--- config.mk ---
export PLATFORM = sky130hd
export DESIGN_NAME = hbpa_geom
export DESIGN_NICKNAME = d
export VERILOG_FILES = /design/src/hdl/hbpa_pkg.sv /design/src/hdl/hbpa_geom.sv
export SDC_FILE = /design/constraint.sdc
export NUM_CORES = 1
export LEC_CHECK = 0
export ABC_AREA = 1
export BUFFER_PORTS_ARGS = -buffer_cell sky130_fd_sc_hd__buf_2
export CAP_MARGIN = 5
export CORE_ASPECT_RATIO = 0.6
export CORE_MARGIN = 2
export CORE_UTILIZATION = 53
export DETAILED_ROUTE_END_ITERATION = 7
export HOLD_SLACK_MARGIN = 0.12
export PLACE_DENSITY = 0.85
export SLEW_MARGIN = 15
export SYNTH_ARGS = -nofsm -noshare
export SYNTH_HDL_FRONTEND = slang
export SYNTH_SLANG_ARGS = --single-unit
--- constraint.sdc ---
create_clock -name aclk -period 12.6 [get_ports aclk]
set_clock_uncertainty 0.1 [all_clocks]
set_input_delay 2.52 -clock aclk [delete_from_list [all_inputs] [get_ports aclk]]
set_output_delay 2.52 -clock aclk [all_outputs]
set_load 0.01 [all_outputs]
--- src/hdl/hbpa_pkg.sv ---
package hbpa_pkg;

    localparam int MAX_PAGES   = 262144;
    localparam int MAX_LEVELS  = 4;
    localparam int WORD_W      = 64;
    localparam int BIT_SEL_W   = 6;
    localparam int PAGE_W      = 18;
    localparam int CNT_W       = 19;
    localparam int STORE_WORDS = MAX_PAGES / 64 + MAX_PAGES / 4096 + MAX_PAGES / 262144
                                 + 2 * MAX_LEVELS + 2;
    localparam int IDX_W       = $clog2(STORE_WORDS);
    localparam int ADDR_W      = IDX_W + 1;
    localparam int LVL_W       = $clog2(MAX_LEVELS);
    localparam int LCNT_W      = $clog2(MAX_LEVELS + 1);
    localparam int WIDTH_W     = $clog2(WORD_W + 1);

    typedef enum logic [1:0] {
        KIND_ALLOC   = 2'd0,
        KIND_FREE    = 2'd1,
        KIND_RESERVE = 2'd2
    } kind_t;

    typedef enum logic [1:0] {
        STATUS_OK      = 2'd0,
        STATUS_NO_FREE = 2'd1,
        STATUS_RANGE   = 2'd2
    } status_t;

    typedef enum logic [2:0] {
        ST_CLEAR,
        ST_IDLE,
        ST_SRCH_RD,
        ST_SRCH_EV,
        ST_MARK_RD,
        ST_MARK_WR,
        ST_DONE
    } state_t;

    typedef struct packed {
        logic [1:0]        kind;
        logic [PAGE_W-1:0] page_number;
    } in_item_t;

    typedef struct packed {
        logic [1:0]        status;
        logic [PAGE_W-1:0] granted_page;
    } out_item_t;

    typedef struct packed {
        logic [CNT_W-1:0]                     eff_pages;
        logic [LCNT_W-1:0]                    level_count;
        logic [MAX_LEVELS-1:0][IDX_W-1:0]     base;
        logic [MAX_LEVELS-1:0][WIDTH_W-1:0]   width;
    } geom_t;

    typedef struct packed {
        logic                 any_free;
        logic [BIT_SEL_W-1:0] first_free;
        logic [WORD_W-1:0]    set_word;
        logic [WORD_W-1:0]    clr_word;
        logic                 bit_set;
        logic                 set_full;
    } word_res_t;

endpackage

--- src/hdl/hbpa_geom.sv ---
module hbpa_geom (
    input  logic                      aclk,
    input  logic [hbpa_pkg::CNT_W-1:0] managed_pages,
    output hbpa_pkg::geom_t           geom
);
    import hbpa_pkg::*;

    geom_t geom_next;
    geom_t geom_reg;

    always_comb begin
        logic [CNT_W:0]  m;
        logic [CNT_W:0]  sz;
        logic [CNT_W:0]  bits [MAX_LEVELS];
        logic            stop;
        geom_next = '0;
        sz = '0;
        m = {1'b0, managed_pages};
        if (m == '0) m = (CNT_W+1)'(1);
        if (m > (CNT_W+1)'(MAX_PAGES)) m = (CNT_W+1)'(MAX_PAGES);
        geom_next.eff_pages = m[CNT_W-1:0];
        for (int i = 0; i < MAX_LEVELS; i++) bits[i] = '0;
        bits[0] = ((m + (CNT_W+1)'(63)) >> 6) << 6;
        geom_next.level_count = LCNT_W'(1);
        stop = 1'b0;
        for (int i = 0; i < MAX_LEVELS - 1; i++) begin
            if (!stop && bits[i] > (CNT_W+1)'(WORD_W)) begin
                sz = bits[i] >> 6;
                if (sz > (CNT_W+1)'(WORD_W)) sz = ((sz + (CNT_W+1)'(63)) >> 6) << 6;
                geom_next.base[i+1] = geom_next.base[i]
                                      + IDX_W'((bits[i] + (CNT_W+1)'(63)) >> 6);
                bits[i+1] = sz;
                geom_next.level_count = geom_next.level_count + LCNT_W'(1);
            end else begin
                stop = 1'b1;
            end
        end
        for (int i = 0; i < MAX_LEVELS; i++) begin
            geom_next.width[i] = (bits[i] >= (CNT_W+1)'(WORD_W)) ? WIDTH_W'(WORD_W)
                                                                : bits[i][WIDTH_W-1:0];
        end
    end

    always_ff @(posedge aclk) begin
        geom_reg <= geom_next;
    end

    assign geom = geom_reg;

endmodule

==> impl_metrics.py, run 1 <==
metrics = {
    "run_status": {
        "status": "finished, final reports clean",
    },
    "floorplanning": {
        "dieArea_um2": 7010,
        "die_x_um": 107,
        "die_h_um": 65.7,
        "core_area_um2": 6110,
        "initial_core_util_pct": 55.0,
        "rows": 22,
        "num_io_pins": 122,
    },
    "synthesis": {
        "synth_largest_area_cell": "dfxtp_1",
        "synthTopCellsByArea": "dfxtp_1 48%, nand2_1 7.8%, inv_1 6.4%",
        "ys_types": 36,
        "syn_avg_cell_area_um2": 8.19,
        "synth_seq_cells": 80,
        "yosysTopAreaCellShare_pct": 47.7,
        "syn-cell-area_um2": 3360,
        "syn_inst": 410,
        "ys.warnings.count": 0,
        "ys_seq_area_share_pct": 47.7,
    },
    "grt": {
        "grt_pass1_vias": 2630,
        "grt_max_degree": 20,
        "overflow": 0,
        "grt_first_pass_wirelength_mm": 12.8,
        "antenna_found_initial": 0,
        "grt_usage_pct": 24.0,
    },
    "timing": {
        "rsz0062_at_grt": "no",
        "finalSetupTns_ns": 0,
        "fin_crit_ns": 6.93,
        "holdWs_ns": 2.29,
        "max_slew_margin_pct": 63.8,
        "fmax_mhz": 144,
        "drv_slew": 0,
        "final_hold_viol_count": 0,
        "finalCritPeriodShare_pct": 55.0,
        "finalSetupViolations": 0,
        "fin_ws_ns": 5.67,
        "worst_slew_pin_slew_ns": 0.541,
    },
    "clocking": {
        "cts.reportedPaths.clkPinSlew_ns": 0.08,
        "ctsResizeCount": 0,
        "cts_tree": "built",
        "cts_buffers": 9,
        "root_buffer": "clkbuf_8",
        "cts_buffer_depth": 2,
        "htreeDepth": 3,
        "cts_hold_buf": 0,
        "numClockSinks": 80,
        "cts_setup_buffers": 0,
    },
    "final_layout": {
        "drive_gt1_share_pct": 27.2,
        "antenna_cells": 0,
        "layout.cells.non_filler": 625,
        "nets": 567,
        "area_growth_pct": 22.2,
        "largest_register_ff_count": 80,
    },
    "critical_path": {
        "crit_type": "in -> reg",
        "path_max_fanout": 19,
        "max_stage_delay_ns": 0.42,
        "endpoint_kind": "register",
        "cp_slowest_cell": "nor2_1",
        "start_kind": "primary input",
        "cp.arrival_ns": 7.07,
        "critPathRequiredTime_ns": 12.74,
        "critical_path.most_common_cell": "nand2_1",
    },
    "job": {
        "cap_violations": 0,
    },
    "place": {
        "hpwlAfterDp_mm": 6.26,
        "placedCellCount": 609,
        "gp_congestion": 0.952,
        "place_ws_ns": 5.40,
        "io_buffer_count": 99,
    },
    "detailed_routing": {
        "wl_per_cell_um": 12.8,
        "viasPerCell": 4.60,
        "first_pass_iters": 4,
        "dr_wl_met2_mm": 3.28,
        "wirelength_mm": 8.01,
        "drt-met1-wl_mm": 3.97,
        "drc": 0,
        "drt_iter0_markers": 215,
        "num_vias": 2873,
        "dr_wl_met3_um": 653,
        "antenna_left": 0,
        "top_layer_used": "met4",
    },
    "min_path": {
        "hp-class": "in -> reg",
    },
    "pwr": {
        "power.density_nw_per_um2": 135,
        "power_leakage_nw": 2.30,
        "peakVddDrop_mv": 0.0789,
    },
}
logic make-up after synthesis:
logic type | Yosys count | synth area share, %
other | 2 | 0.224
buffers and inverters | 96 | 13.9
AOI/OAI and AO/OA | 27 | 4.73
and+or+nand+nor | 184 | 26.6
xor gates and xnor gates | 10 | 2.61
adders and majority gates | 11 | 4.32
DFF | 80 | 47.7
placed cells by master (no fill, tap or decap), types with 5 or more instances in the layout:
master and n:
xor2_1 9, inv_2 11, clkbuf_8 9, dfxtp_1 80
nor2_1 56, conb_1 44, nand3_1 22, nand2_1 70
a21oi_1 10, nand2_2 7, o21bai_1 5, o21ai_0 5
nand4_1 8, inv_1 57, buf_2 99, ha_1 10
synth_stat cells (all sizes together):
library cell  number
buf               25
xnor2              1
nor3b              1
nand2             79
fa                 1
nand3b             1
o211ai             2
o21ai              8
clkinv             2
inv               68
conb               2
nand4              9
xor2               9
nand3             27
clkbuf             1
dfxtp             80
nor3               2
ha                10
o21bai             5
a21oi             10
or2                1
nor2              62
a21o               1
and2               2
o41ai              1
per-layer routing:
layer / track usage [%] / vias to the layer above
li1: - / 1447
met1: 34.3 / 1300
met2: 33.9 / 118
met3: 7.64 / 8
met4: 8.44 / 0
met5: 0 / -
cell type report:
cell class                      instances  area, um2
Sequential cell                        80       1600
Timing Repair Buffer                   99        495
Multi-Input combinational cell        276       1450
Clock buffer                           11        131
Tap cell                               84        105
Inverter                               70        263
Fill cell                             532       2010
Clock inverter                          5       57.6
final timing paths:
path / endpoint / depth (start not counted) / start / slack (ns)
worst min-delay path: geom[101] / 1 / managed_pages[18] / 2.29
worst max-delay path: geom[64] / 33 / managed_pages[12] / 5.67
power by group:
part,leakage [nW],internal [W],switching [W]
clock,0.0973,0.0000916,0.0000895
combinational,1.54,0.0000336,0.0000630
sequential,0.669,0.000273,0.00000465
total,2.30,0.000398,0.000157
critical path: cells and delay by family:
family | cells | cell delay [ns]
AOI/OAI and AO/OA | 7 | 0.96
and+or+nand+nor | 20 | 2.72
buffers and inverters | 4 | 0.33
adders and majority gates | 2 | 0.55
per-stage QoR:
step / power, W / cell area [um2] / utilization, %
CTS: 0.000558 / 4100 / 67.2
global placement: 0.000377 / 3920 / 64.1
floorplan: 0.000348 / 3520 / -
detailed placement: 0.000378 / 3920 / 64.1
global route: 0.000583 / 4100 / 67.2
finish: 0.000555 / 4100 / 67.2
Power figures use the tool's default switching activity.
==> run 2, diff against run 1 <==
--- a/config.mk
+++ b/config.mk
@@ -10,10 +10,10 @@
 export CAP_MARGIN = 5
 export CORE_ASPECT_RATIO = 0.6
 export CORE_MARGIN = 2
-export CORE_UTILIZATION = 53
+export CORE_UTILIZATION = 49
 export DETAILED_ROUTE_END_ITERATION = 7
 export HOLD_SLACK_MARGIN = 0.12
-export PLACE_DENSITY = 0.85
+export PLACE_DENSITY = 0.79
 export SLEW_MARGIN = 15
 export SYNTH_ARGS = -nofsm -noshare
 export SYNTH_HDL_FRONTEND = slang
==> constraint.sdc (replaced) <==
create_clock -name aclk -period 6.7 [get_ports aclk]
set_clock_uncertainty 0.1 [all_clocks]
set_input_delay 1.34 -clock aclk [delete_from_list [all_inputs] [get_ports aclk]]
set_output_delay 1.34 -clock aclk [all_outputs]
set_load 0.01 [all_outputs]
==> run 2 against run 1 <==
Sequential power up 89%. Clock-buffer cell count down 2. Wire length up 0.89%.
==> impl_metrics.py, run 2 (synthesized netlist as in run 1, its figures left out) <==
metrics = {
    "grt": {
        "grt_max_degree": 20,
        "overflow": 0,
        "grt_pass1_vias": 2743,
        "grt_first_pass_wirelength_mm": 13.0,
        "antenna_found_initial": 0,
        "grt_usage_pct": 22.2,
    },
    "final_layout": {
        "area_growth_pct": 26.1,
        "largest_register_ff_count": 80,
        "fillers": 578,
        "mostFrequentLayoutCell": "buf_2",
        "mostFrequentLayoutCells": "99 x buf_2, 80 x dfxtp_1, 70 x nand2_1",
        "final_area_um2": 4240,
        "antenna_cells": 0,
        "nets": 567,
        "post-route-util_pct": 63.7,
        "layout.cells.non_filler": 628,
        "drive_gt1_share_pct": 27.5,
    },
    "place": {
        "placed_area_um2": 3920,
        "placedCellCount": 612,
        "gp_congestion": 0.930,
        "hpwlAfterDp_mm": 6.21,
        "io_buffer_count": 99,
    },
    "floorplanning": {
        "dieArea_um2": 7560,
        "rows": 23,
        "die_h_um": 68.1,
        "die_x_um": 111,
        "num_io_pins": 122,
        "core_area_um2": 6650,
        "initial_core_util_pct": 50.5,
    },
    "critical_path": {
        "max_stage_delay_ns": 0.43,
        "critPathRequiredTime_ns": 6.88,
        "crit_start": "managed_pages[18]",
        "crit_type": "in -> reg",
        "path_max_fanout": 19,
        "start_kind": "primary input",
        "worstSetupEndpoint": "geom[66]",
        "critical_path.most_common_cell": "nand2_1",
        "cp_slowest_cell": "nor2_1",
        "endpoint_kind": "register",
        "cp.arrival_ns": 6.12,
    },
    "timing": {
        "finalCritPeriodShare_pct": 88.6,
        "drv_slew": 0,
        "final_hold_viol_count": 0,
        "worst_slew_pin_slew_ns": 0.550,
        "finalSetupTns_ns": 0,
        "fmax_mhz": 168,
        "fin_crit_ns": 5.94,
        "finalSetupViolations": 0,
        "rsz0062_at_grt": "no",
        "max_slew_margin_pct": 63.2,
    },
    "detailed_routing": {
        "viasPerCell": 4.68,
        "wl_per_cell_um": 12.9,
        "first_pass_iters": 5,
        "drc": 0,
        "antenna_left": 0,
        "drt_iter0_markers": 191,
        "num_vias": 2939,
        "wirelength_mm": 8.08,
    },
    "clocking": {
        "cts_buffers": 9,
        "htreeDepth": 3,
        "cts_hold_buf": 0,
        "cts.reportedPaths.clkPinSlew_ns": 0.06,
        "root_buffer": "clkbuf_16",
        "cts_setup_buffers": 0,
        "cts_buffer_depth": 2,
        "numClockSinks": 80,
        "ctsResizeCount": 0,
        "cts_tree": "built",
    },
    "pwr": {
        "power_leakage_nw": 2.37,
        "power.density_nw_per_um2": 289,
        "peakVddDrop_mv": 0.135,
    },
    "min_path": {
        "hp-class": "in -> reg",
    },
    "run_status": {
        "status": "finished, final reports clean",
    },
    "job": {
        "cap_violations": 0,
    },
}
[run 2: cell types whose count changed in the layout (fill, tap and decap cells not counted), sizes merged]
cell / before / now
clkbuf: 11 / 9
inv: 68 / 70
bufinv: 1 / 2
clkinv: 6 / 5
[run 2: worst min-delay path by stage]
stage               slack (ns)        end  cells past startpoint         startpoint
floorplan                 1.33  geom[101]                      1  managed_pages[18]
global placement          1.47  geom[101]                      1  managed_pages[18]
detailed placement        1.47  geom[101]                      1  managed_pages[18]
CTS                       1.11  geom[101]                      1  managed_pages[18]
global route              1.12  geom[101]                      1  managed_pages[18]
finish                    1.12  geom[101]                      1  managed_pages[18]
[run 2: per-stage QoR]
step           power (W)  setup slack [ns]  hold WS (ns)
3_5_place_dp    0.000711             0.585          1.47
6_report         0.00122             0.761          1.12
5_1_grt          0.00127             0.308          1.12
3_3_place_gp    0.000708             0.719          1.47
4_1_cts          0.00123             0.907          1.11
2_1_floorplan   0.000654              1.71          1.33
[run 2: layout make-up]
cell class                      count  area, um2  share of cell area [%]
Clock buffer                        9        225                    5.32
Clock inverter                      7       92.6                    2.19
Inverter                           70        263                    6.20
Multi-Input combinational cell    276       1450                    34.2
Sequential cell                    80       1600                    37.8
Tap cell                           87        109                    2.57
Timing Repair Buffer               99        495                    11.7
[run 2: worst max-delay path: cells and delay by family]
family,cells,cell delay [ns]
buffers and inverters,3,0.30
AOI/OAI and AO/OA,8,1.09
and+or+nand+nor,21,2.81
adders and majority gates,2,0.57
[run 2: per-layer routing]
metal / GRT usage, % / vias up / part of all wire, % / routed length [um]
li1: - / 1451 / - / -
met1: 31.2 / 1312 / 47 / 3820
met2: 31.6 / 158 / 40 / 3240
met3: 7.71 / 18 / 11 / 871
met4: 7.81 / 0 / 1.8 / 144
met5: 0 / - / 0 / 0
[run 2: where the power goes]
group | switching (W) | internal, W | leakage, nW
Combinational | 0.000120 | 0.0000633 | 1.54
Sequential | 0.00000950 | 0.000513 | 0.669
Clock | 0.000192 | 0.000327 | 0.160
