File: config.mk
export PLATFORM = sky130hd
export DESIGN_NAME = hbpa_word_unit
export DESIGN_NICKNAME = d
export VERILOG_FILES = /design/src/hdl/hbpa_pkg.sv /design/src/hdl/hbpa_word_unit.sv
export SDC_FILE = /design/constraint.sdc
export NUM_CORES = 1
export LEC_CHECK = 0
export ABC_AREA = 0
export BUFFER_PORTS_ARGS = -buffer_cell sky130_fd_sc_hd__buf_2
export CAP_MARGIN = 20
export CORE_MARGIN = 2
export CORE_UTILIZATION = 36
export DETAILED_ROUTE_END_ITERATION = 10
export PLACE_DENSITY = 0.73
export SYNTH_ARGS = -nofsm -noshare
export SYNTH_HDL_FRONTEND = slang
export SYNTH_SLANG_ARGS = --single-unit
export TNS_END_PERCENT = 30
File: constraint.sdc
create_clock -name vclk -period 5.65
set_input_delay 0.565 -clock vclk [all_inputs]
set_output_delay 0.565 -clock vclk [all_outputs]
set_load 0.02 [all_outputs]
File: src/hdl/hbpa_pkg.sv
package hbpa_pkg;

    localparam int MAX_PAGES   = 262144;
    localparam int MAX_LEVELS  = 4;
    localparam int WORD_W      = 64;
    localparam int BIT_SEL_W   = 6;
    localparam int PAGE_W      = 18;
    localparam int CNT_W       = 19;
    localparam int STORE_WORDS = MAX_PAGES / 64 + MAX_PAGES / 4096 + MAX_PAGES / 262144
                                 + 2 * MAX_LEVELS + 2;
    localparam int IDX_W       = $clog2(STORE_WORDS);
    localparam int ADDR_W      = IDX_W + 1;
    localparam int LVL_W       = $clog2(MAX_LEVELS);
    localparam int LCNT_W      = $clog2(MAX_LEVELS + 1);
    localparam int WIDTH_W     = $clog2(WORD_W + 1);

    typedef enum logic [1:0] {
        KIND_ALLOC   = 2'd0,
        KIND_FREE    = 2'd1,
        KIND_RESERVE = 2'd2
    } kind_t;

    typedef enum logic [1:0] {
        STATUS_OK      = 2'd0,
        STATUS_NO_FREE = 2'd1,
        STATUS_RANGE   = 2'd2
    } status_t;

    typedef enum logic [2:0] {
        ST_CLEAR,
        ST_IDLE,
        ST_SRCH_RD,
        ST_SRCH_EV,
        ST_MARK_RD,
        ST_MARK_WR,
        ST_DONE
    } state_t;

    typedef struct packed {
        logic [1:0]        kind;
        logic [PAGE_W-1:0] page_number;
    } in_item_t;

    typedef struct packed {
        logic [1:0]        status;
        logic [PAGE_W-1:0] granted_page;
    } out_item_t;

    typedef struct packed {
        logic [CNT_W-1:0]                     eff_pages;
        logic [LCNT_W-1:0]                    level_count;
        logic [MAX_LEVELS-1:0][IDX_W-1:0]     base;
        logic [MAX_LEVELS-1:0][WIDTH_W-1:0]   width;
    } geom_t;

    typedef struct packed {
        logic                 any_free;
        logic [BIT_SEL_W-1:0] first_free;
        logic [WORD_W-1:0]    set_word;
        logic [WORD_W-1:0]    clr_word;
        logic                 bit_set;
        logic                 set_full;
    } word_res_t;

endpackage

File: src/hdl/hbpa_word_unit.sv
module hbpa_word_unit (
    input  logic [hbpa_pkg::WORD_W-1:0]    word,
    input  logic [hbpa_pkg::BIT_SEL_W-1:0] bit_sel,
    input  logic [hbpa_pkg::WIDTH_W-1:0]   width,
    output hbpa_pkg::word_res_t           res
);
    import hbpa_pkg::*;

    always_comb begin
        logic [WORD_W-1:0] free_bits;
        logic [WORD_W-1:0] mask;
        free_bits = ~word;
        if (width < WIDTH_W'(WORD_W)) begin
            free_bits = free_bits & ((WORD_W'(1) << width[BIT_SEL_W-1:0]) - WORD_W'(1));
        end
        mask = WORD_W'(1) << bit_sel;
        res.any_free   = |free_bits;
        res.first_free = '0;
        // lowest clear bit wins: scan from the top down
        for (int b = WORD_W - 1; b >= 0; b--) begin
            if (free_bits[b]) res.first_free = BIT_SEL_W'(b);
        end
        res.set_word = word | mask;
        res.clr_word = word & ~mask;
        res.bit_set  = |(word & mask);
        res.set_full = &(word | mask);
    end

endmodule

==> results of run 1 <==
==> synth_stat cells, types with 5 or more instances <==
cell	n
sky130_fd_sc_hd__a211oi_1	6
sky130_fd_sc_hd__a21boi_0	46
sky130_fd_sc_hd__a21o_1	57
sky130_fd_sc_hd__a21oi_1	59
sky130_fd_sc_hd__a221oi_1	7
sky130_fd_sc_hd__a22oi_1	11
sky130_fd_sc_hd__a31oi_1	14
sky130_fd_sc_hd__and2_1	7
sky130_fd_sc_hd__and3_1	10
sky130_fd_sc_hd__buf_2	10
sky130_fd_sc_hd__clkbuf_1	50
sky130_fd_sc_hd__inv_1	21
sky130_fd_sc_hd__nand2_1	79
sky130_fd_sc_hd__nand2b_1	15
sky130_fd_sc_hd__nand3_1	36
sky130_fd_sc_hd__nand3b_1	6
sky130_fd_sc_hd__nand4_1	25
sky130_fd_sc_hd__nor2_1	73
sky130_fd_sc_hd__nor2b_1	26
sky130_fd_sc_hd__nor3_1	38
sky130_fd_sc_hd__nor3b_1	5
sky130_fd_sc_hd__nor4_1	15
sky130_fd_sc_hd__o211ai_1	18
sky130_fd_sc_hd__o21a_1	9
sky130_fd_sc_hd__o21ai_0	40
sky130_fd_sc_hd__o21ai_1	7
sky130_fd_sc_hd__o31a_1	5
sky130_fd_sc_hd__o31ai_1	5
sky130_fd_sc_hd__or2_2	15
sky130_fd_sc_hd__or3_1	11
sky130_fd_sc_hd__xnor2_1	6
==> through the flow <==
step / hold slack (ns) / instances / cell area (sq um) / util (%)
after floorplan: 1.27 / 835 / 4970 / -
after global placement: 1.53 / 1172 / 6090 / 45.7
after detailed placement: 1.52 / 1172 / 6090 / 45.7
after CTS: 1.52 / 1172 / 6090 / 45.7
after global routing: 1.53 / 1172 / 6090 / 45.7
final: 1.53 / 1173 / 6100 / 45.7
==> cells in the final DEF (no fill, tap or decap), types with 6 or more instances in the layout <==
cell type | synthesis | routed
sky130_fd_sc_hd__buf_2 | 10 | 214
sky130_fd_sc_hd__inv_1 | 21 | 21
sky130_fd_sc_hd__a21boi_0 | 46 | 46
sky130_fd_sc_hd__nand3_1 | 36 | 36
sky130_fd_sc_hd__o21ai_0 | 40 | 40
sky130_fd_sc_hd__buf_4 | 2 | 15
sky130_fd_sc_hd__or3_1 | 11 | 11
sky130_fd_sc_hd__o21a_1 | 9 | 9
sky130_fd_sc_hd__a21o_1 | 57 | 57
sky130_fd_sc_hd__nor2_1 | 73 | 73
sky130_fd_sc_hd__nand3b_1 | 6 | 6
sky130_fd_sc_hd__a211oi_1 | 6 | 6
sky130_fd_sc_hd__o21ai_1 | 7 | 7
sky130_fd_sc_hd__xnor2_1 | 6 | 6
sky130_fd_sc_hd__and3_1 | 10 | 10
sky130_fd_sc_hd__and2_1 | 7 | 7
sky130_fd_sc_hd__a221oi_1 | 7 | 7
sky130_fd_sc_hd__nand2b_1 | 15 | 15
sky130_fd_sc_hd__or2_2 | 15 | 15
sky130_fd_sc_hd__nand2_1 | 79 | 79
sky130_fd_sc_hd__a22oi_1 | 11 | 11
sky130_fd_sc_hd__a21oi_1 | 59 | 59
sky130_fd_sc_hd__nor3_1 | 38 | 38
sky130_fd_sc_hd__nor2b_1 | 26 | 26
sky130_fd_sc_hd__a31oi_1 | 14 | 14
sky130_fd_sc_hd__nand4_1 | 25 | 25
sky130_fd_sc_hd__o211ai_1 | 18 | 18
sky130_fd_sc_hd__nor4_1 | 15 | 15
==> report_power, final <==
| part | leakage [nW] | switching (mW) | internal (mW) |
|---|---|---|---|
| sequential | 0 | 0 | 0 |
| clock | 0.00000634 | 0 | 0.00000000633 |
| combinational | 2.73 | 0.386 | 0.176 |
| total | 2.73 | 0.386 | 0.176 |
==> tightest hold or removal path, cell delays in order <==
cell and delay (ns):
sky130_fd_sc_hd__buf_2 0.13, sky130_fd_sc_hd__a21o_1 0.11, sky130_fd_sc_hd__buf_2 0.16
==> logic make-up (layout without fill, tap and decap cells) <==
| logic type | after synthesis | after routing | share of synthesized area [%] |
|---|---|---|---|
| and+or+nand+nor | 389 | 389 | 41.5 |
| AOI/OAI and AO/OA | 343 | 343 | 48.7 |
| buffers and inverters | 90 | 251 | 7.37 |
| xor gates and xnor gates | 8 | 8 | 1.41 |
| muxes | 4 | 4 | 0.805 |
| adders and majority gates | 1 | 1 | 0.251 |
| other | 0 | 1 | 0 |
==> routing by layer <==
layer	share of wire [%]	routed length, um	GRT usage [%]
met5	0	0	0
met4	5.2	1510	15.6
met3	14	4170	7.12
met2	45	12900	60.5
met1	36	10400	47.6
==> final timing paths <==
path / to / from
worst min-delay path: res[95] / word[29]
worst max-delay path: res[133] / width[1]
==> layout make-up <==
class	instances	area, sq um	share of cell area, %
repair buffers	229	1180	19.4
multi-input cells	745	4610	75.6
well taps	176	220	3.61
diodes	1	2.50	0.0410
inverters	22	82.6	1.35
==> results summary, run 1 <==
The run finished with clean final reports. The cell count after synthesis came out at 835. The congestion estimate from routability-driven global placement came to 1.10.

After layout, the minimum clock period comes to 4.87 ns. The cell type with the highest occurrence count on the critical path is sky130_fd_sc_hd__buf_2. The final layout contains 1076 nets. The peak per-stage delay on the critical path is roughly 0.46 ns. The critical path is of the in -> out type. Of the cells placed in the final design, the portion with a size suffix greater than 1 is between 20% and 30%.

The transition time of the tightest slew-check pin is 1.08 ns. The worst setup slack before clock tree synthesis came out at about 0.90 ns. The final wirelength came out at 28900 um. The starting DRC count in detailed routing is 1505. The number of clock buffers in the layout is 0.

The post-CTS repair timing setup buffer count is 0. The register cell area after layout came out at 0 sq um. The netlist area before placement is 4970 sq um. For the final routed database, the setup TNS stands at 0 ns. The data arrival time of the worst path came out at 4.30 ns. Walking the worst path, the cells encountered are buf_2, nor2_1, nand3_1, ha_1, o21a_1, nand4_1, o311ai_2, nand2b_1, or3_1, a211oi_2, o21ai_1, a41oi_1, buf_2. The per-cell via count in the routed design is about 6.8. Setup repair after global routing left no endpoint under its margin.

The reported max-cap violation count is 0. After layout, the design draws a total of approximately 0.56 mW. The count of buffers from port buffering is between 200 and 250. The buffer and inverter count on the worst path came out at 2. The total of warnings raised by yosys came out at 0.

Counting distinct cell types in the post-synthesis netlist gives 86. The HPWL reported at the end of detailed placement is 23000 um. The hold buffer count at cts came out at 0. For this design the static power due to leakage is 2.73 nW. Synthesis produced a netlist with a net count of 913.

The area of the die is approximately 15000 sq um. The number of antenna violations at the first check in global routing is 0. The number of global-route vias before repair came out at around 7100. sky130_fd_sc_hd__a21o_1 takes more of the synthesized area than any other cell. Across the VDD grid, the largest voltage drop is 0.0560 mV.

The highest clock frequency the design can meet came out at about 210 MHz. The first TritonRoute pass finished after 8 iterations. Power spread over the standard cell area amounts to approximately 90 nW/um^2.

The number of filler instances in the final layout is ~1500. The layout overhead on the synthesized area is 22.6%. The tightest slew margin relative to the limit is ~28%.

Of all nets on the critical path, the largest fanout is 36. The standard cell core area came out at between 10000 and 15000 sq um. The overall via count from detail_route came out at 7979. The initialized floorplan defines 42 standard-cell rows. The first global-routing pass estimated 42100 um of wire. The count of cell instances traversed by the critical path is 13. The max-slew violation count is 0. The die extent in x is 122 um. The remaining antenna violation count is 0.

For this design, the slowest cell found on the critical path is sky130_fd_sc_hd__buf_2. The path class of the tightest hold or removal check is in -> out. The die is ~120 um tall. The number of cells traversed by the worst hold path is 3. The post-layout worst setup margin came out at 0.782 ns.

214 I/O pins were placed. The overflow left after global routing came out at 0. The capturing element type of the critical path is an output port. The total count of hold-check failures in the final report is 0.

The final clock period utilization by the worst path came out at 86.2%. Sorting the synthesized cells by area gives the leading types as sky130_fd_sc_hd__a21o_1, sky130_fd_sc_hd__a21boi_0, sky130_fd_sc_hd__nand2_1. Among cell families on the critical path, the largest total delay comes from compound AO/OA/AOI/OAI gates. In the routed design, unresolved DRC markers number 0. The worst path required time is 5.09 ns. The top cell type by area accounts for 8.60% of the synthesized area. The wire length per cell came out at between 20 and 25 um. The final setup violation count is 0. The worst setup path is launched from an input pin. The final layout contains a sequential cell count of 0. The all-layer global routing usage came out at between 30% and 40%. Once the floorplan was initialized, standard cells occupied a little under two fifths of the core. Entering global routing, the biggest net connects 38 pins.

The mean area per synthesized cell is 5.96 sq um. The part of the Yosys area used for sequential elements came out at 0%. The quantity of gates resized following cts came out at 0.
No activity file was read; power rests on OpenSTA's default activity.
==> inputs of run 2 (changes only) <==
- clock period: 5.65 -> 5.4 ns (I/O delays scaled with it)
==> run 2 against run 1 <==
Net effect: non-clock buffer count is 5 higher; design area is 0.62% higher; critical path depth up 1; critical endpoint unchanged; largest cell class unchanged; largest power group unchanged; highest routed layer unchanged.
==> results summary, run 2 (synthesized netlist as in run 1, its figures left out) <==
The run finished with clean final reports. The areal power density over the cells is 95.7 nW/um^2 (+3.8%). The HPWL reported at the end of detailed placement was 22900 um (-0.77%).

The register cell area after layout was 0 sq um (unchanged). The reported max-cap violation count came to 0 (unchanged). The highest fanout seen on the critical path is 36 (unchanged). The starting density of the core came out at 37.3% (unchanged). The worst ir drop on vdd is 0.0500 mV (-11%). The cell type with the highest occurrence count on the critical path is sky130_fd_sc_hd__buf_2. The final period demand of the worst path came out at 4.65 ns.

Setup repair after global routing left no endpoint under its margin. The number of global-route vias before repair came to 7061 (-1.1%). The library cell used most frequently in the layout, excluding fill and tap cells, is sky130_fd_sc_hd__buf_2. The quantity of gates resized following cts came out at 0 (unchanged).

The count of placed standard cells including taps is 1177 (+0.43%). The layout overhead on the synthesized area came out at 23.3%. The worst path required time is 4.86 ns (-0.23 ns). The largest individual stage delay along the critical path comes from the cell sky130_fd_sc_hd__buf_2. The hold buffer count at cts came to 0 (unchanged). The final clock period utilization by the worst path is 86.2%. The number of cells in the finished layout apart from fillers came out at 1178 (+0.43%).

Walking the worst path, the cells encountered are buf_2, nor2_1, nand3_1, ha_1, buf_4, o21ai_4, o41ai_1, o221ai_1, nand3b_1, or3_1, a211oi_2, o21ai_1, a41oi_1, buf_2. The all-layer global routing usage came to 36.6% (-0.39 points). The largest net degree at the start of global routing is 37 (-2.6%).

The final setup violation count is 0 (unchanged). The die outline height came out at 122 um (unchanged). The net total in the final layout came out at 1081 (+0.46%).

The final weighted congestion of routability-driven global placement came out at 1.03 (-5.8%). The final hold slack came out at 1.48 ns (-0.0435 ns). The area of the die came out at 14800 sq um (unchanged). The static power due to leakage is 2.76 nW (+0.90%). The final wirelength came to 28800 um (-0.55%). The starting DRC count in detailed routing is 1482 (-1.5%). The number of filler instances in the final layout was 1472 (-0.20%). The worst setup path is launched from an input pin. The wire length per cell came out at 24.4 um (-0.97%). The count of buffers from port buffering is 214 (unchanged). The data arrival time of the worst path came out at 4.11 ns (-0.19 ns). The max-slew violation count came out at 0 (unchanged). The number of rows created at floorplan is 42 (unchanged). The overflow left after global routing came out at 0 (unchanged). The top cell types in the final layout, fill and taps aside, are sky130_fd_sc_hd__buf_2, sky130_fd_sc_hd__nand2_1, sky130_fd_sc_hd__nor2_1, sky130_fd_sc_hd__a21oi_1, sky130_fd_sc_hd__a21o_1. The peak per-stage delay on the critical path came out at 0.48 ns (+0.02 ns).

The number of remaining DRC errors is 0 (unchanged). The total area of multi-input combinational cells is 4610 sq um (unchanged). STA classifies the critical path endpoint as an output port. The remaining antenna violation count is 0 (unchanged).

The post-layout utilization of the core is 46.0% (+0.28 points). The number of antenna violations at the first check in global routing came out at 1 (+1). The number of iterations in the first detailed-routing pass is 6 (-2). The share of post-route cells with drive strength above 1 came out at 26.9% (+0.37 points). The total number of sequential cells is 0 (unchanged).

The overall via count from detail_route was 8068 (+1.1%). The highest clock frequency the design can meet came out at between 200 and 250 MHz. The critical path in this run is classified as in -> out. The standard cell core area came out at 13300 sq um (unchanged). The die extent in x came to 122 um (unchanged).

The number of clock buffers in the layout came out at 0 (unchanged). The min-delay analysis places its worst path in the category in -> out. The per-cell via count in the routed design was 6.85 (+0.69%).

The boundary pin count is 214 (unchanged). The post-CTS repair timing setup buffer count is 0 (unchanged). The sum of negative setup slack came out at 0 ns (unchanged). The total count of hold-check failures in the final report is 0 (unchanged).

The tightest slew margin relative to the limit came out at 28.5% (+0.66 points). The transition time of the tightest slew-check pin is 1.06 ns (-0.0142 ns). The first-pass GRT wire length came out at 41900 um (-0.51%).
==> run 2: cell types whose count changed in the layout (fill, tap and decap cells not counted), sizes merged <==
cell	before	now
buf	229	234
==> run 2: area by class of cell <==
type / count / share of cell area [%]
Antenna cell: 1 / 0.0408
Multi-Input combinational cell: 745 / 75.1
Timing Repair Buffer: 234 / 19.9
Inverter: 22 / 1.35
Tap cell: 176 / 3.59
==> run 2: worst paths after layout <==
kind,from,end,slack (ns),depth (start not counted)
worst max-delay path,width[1],res[133],0.75,14
worst min-delay path,word[29],res[95],1.48,3
==> run 2: through the flow <==
stage | worst slack [ns] | power [mW] | instance area (sq um)
finish | 0.746 | 0.587 | 6130
global route | 0.552 | 0.616 | 6130
CTS | 0.887 | 0.565 | 6130
detailed placement | 0.912 | 0.563 | 6130
global placement | 0.919 | 0.567 | 6130
floorplan | 0.735 | 0.355 | 4970
==> run 2: power breakdown <==
group	internal, mW	leakage, nW	switching [mW]
Sequential	0	0	0
Combinational	0.185	2.76	0.402
Clock	0.00000000741	0.00000634	0
Total	0.185	2.76	0.402
==> run 2: per-layer routing <==
| metal | vias up | share of wire, % | global-route usage, % |
|---|---|---|---|
| met1 | 3660 | 36 | 47.0 |
| met3 | 133 | 14 | 7.82 |
| met2 | 751 | 44 | 59.5 |
| met5 | - | 0 | 0 |
| met4 | 0 | 5.5 | 15.2 |
| li1 | 3524 | - | - |
==> run 2: critical path: cells and delay by family <==
family,cells,cell delay [ns]
AO/OA/AOI/OAI,6,1.49
adder cells (fa/ha/maj),1,0.17
buffers and inverters,3,0.91
AND/OR/NAND/NOR,4,0.98
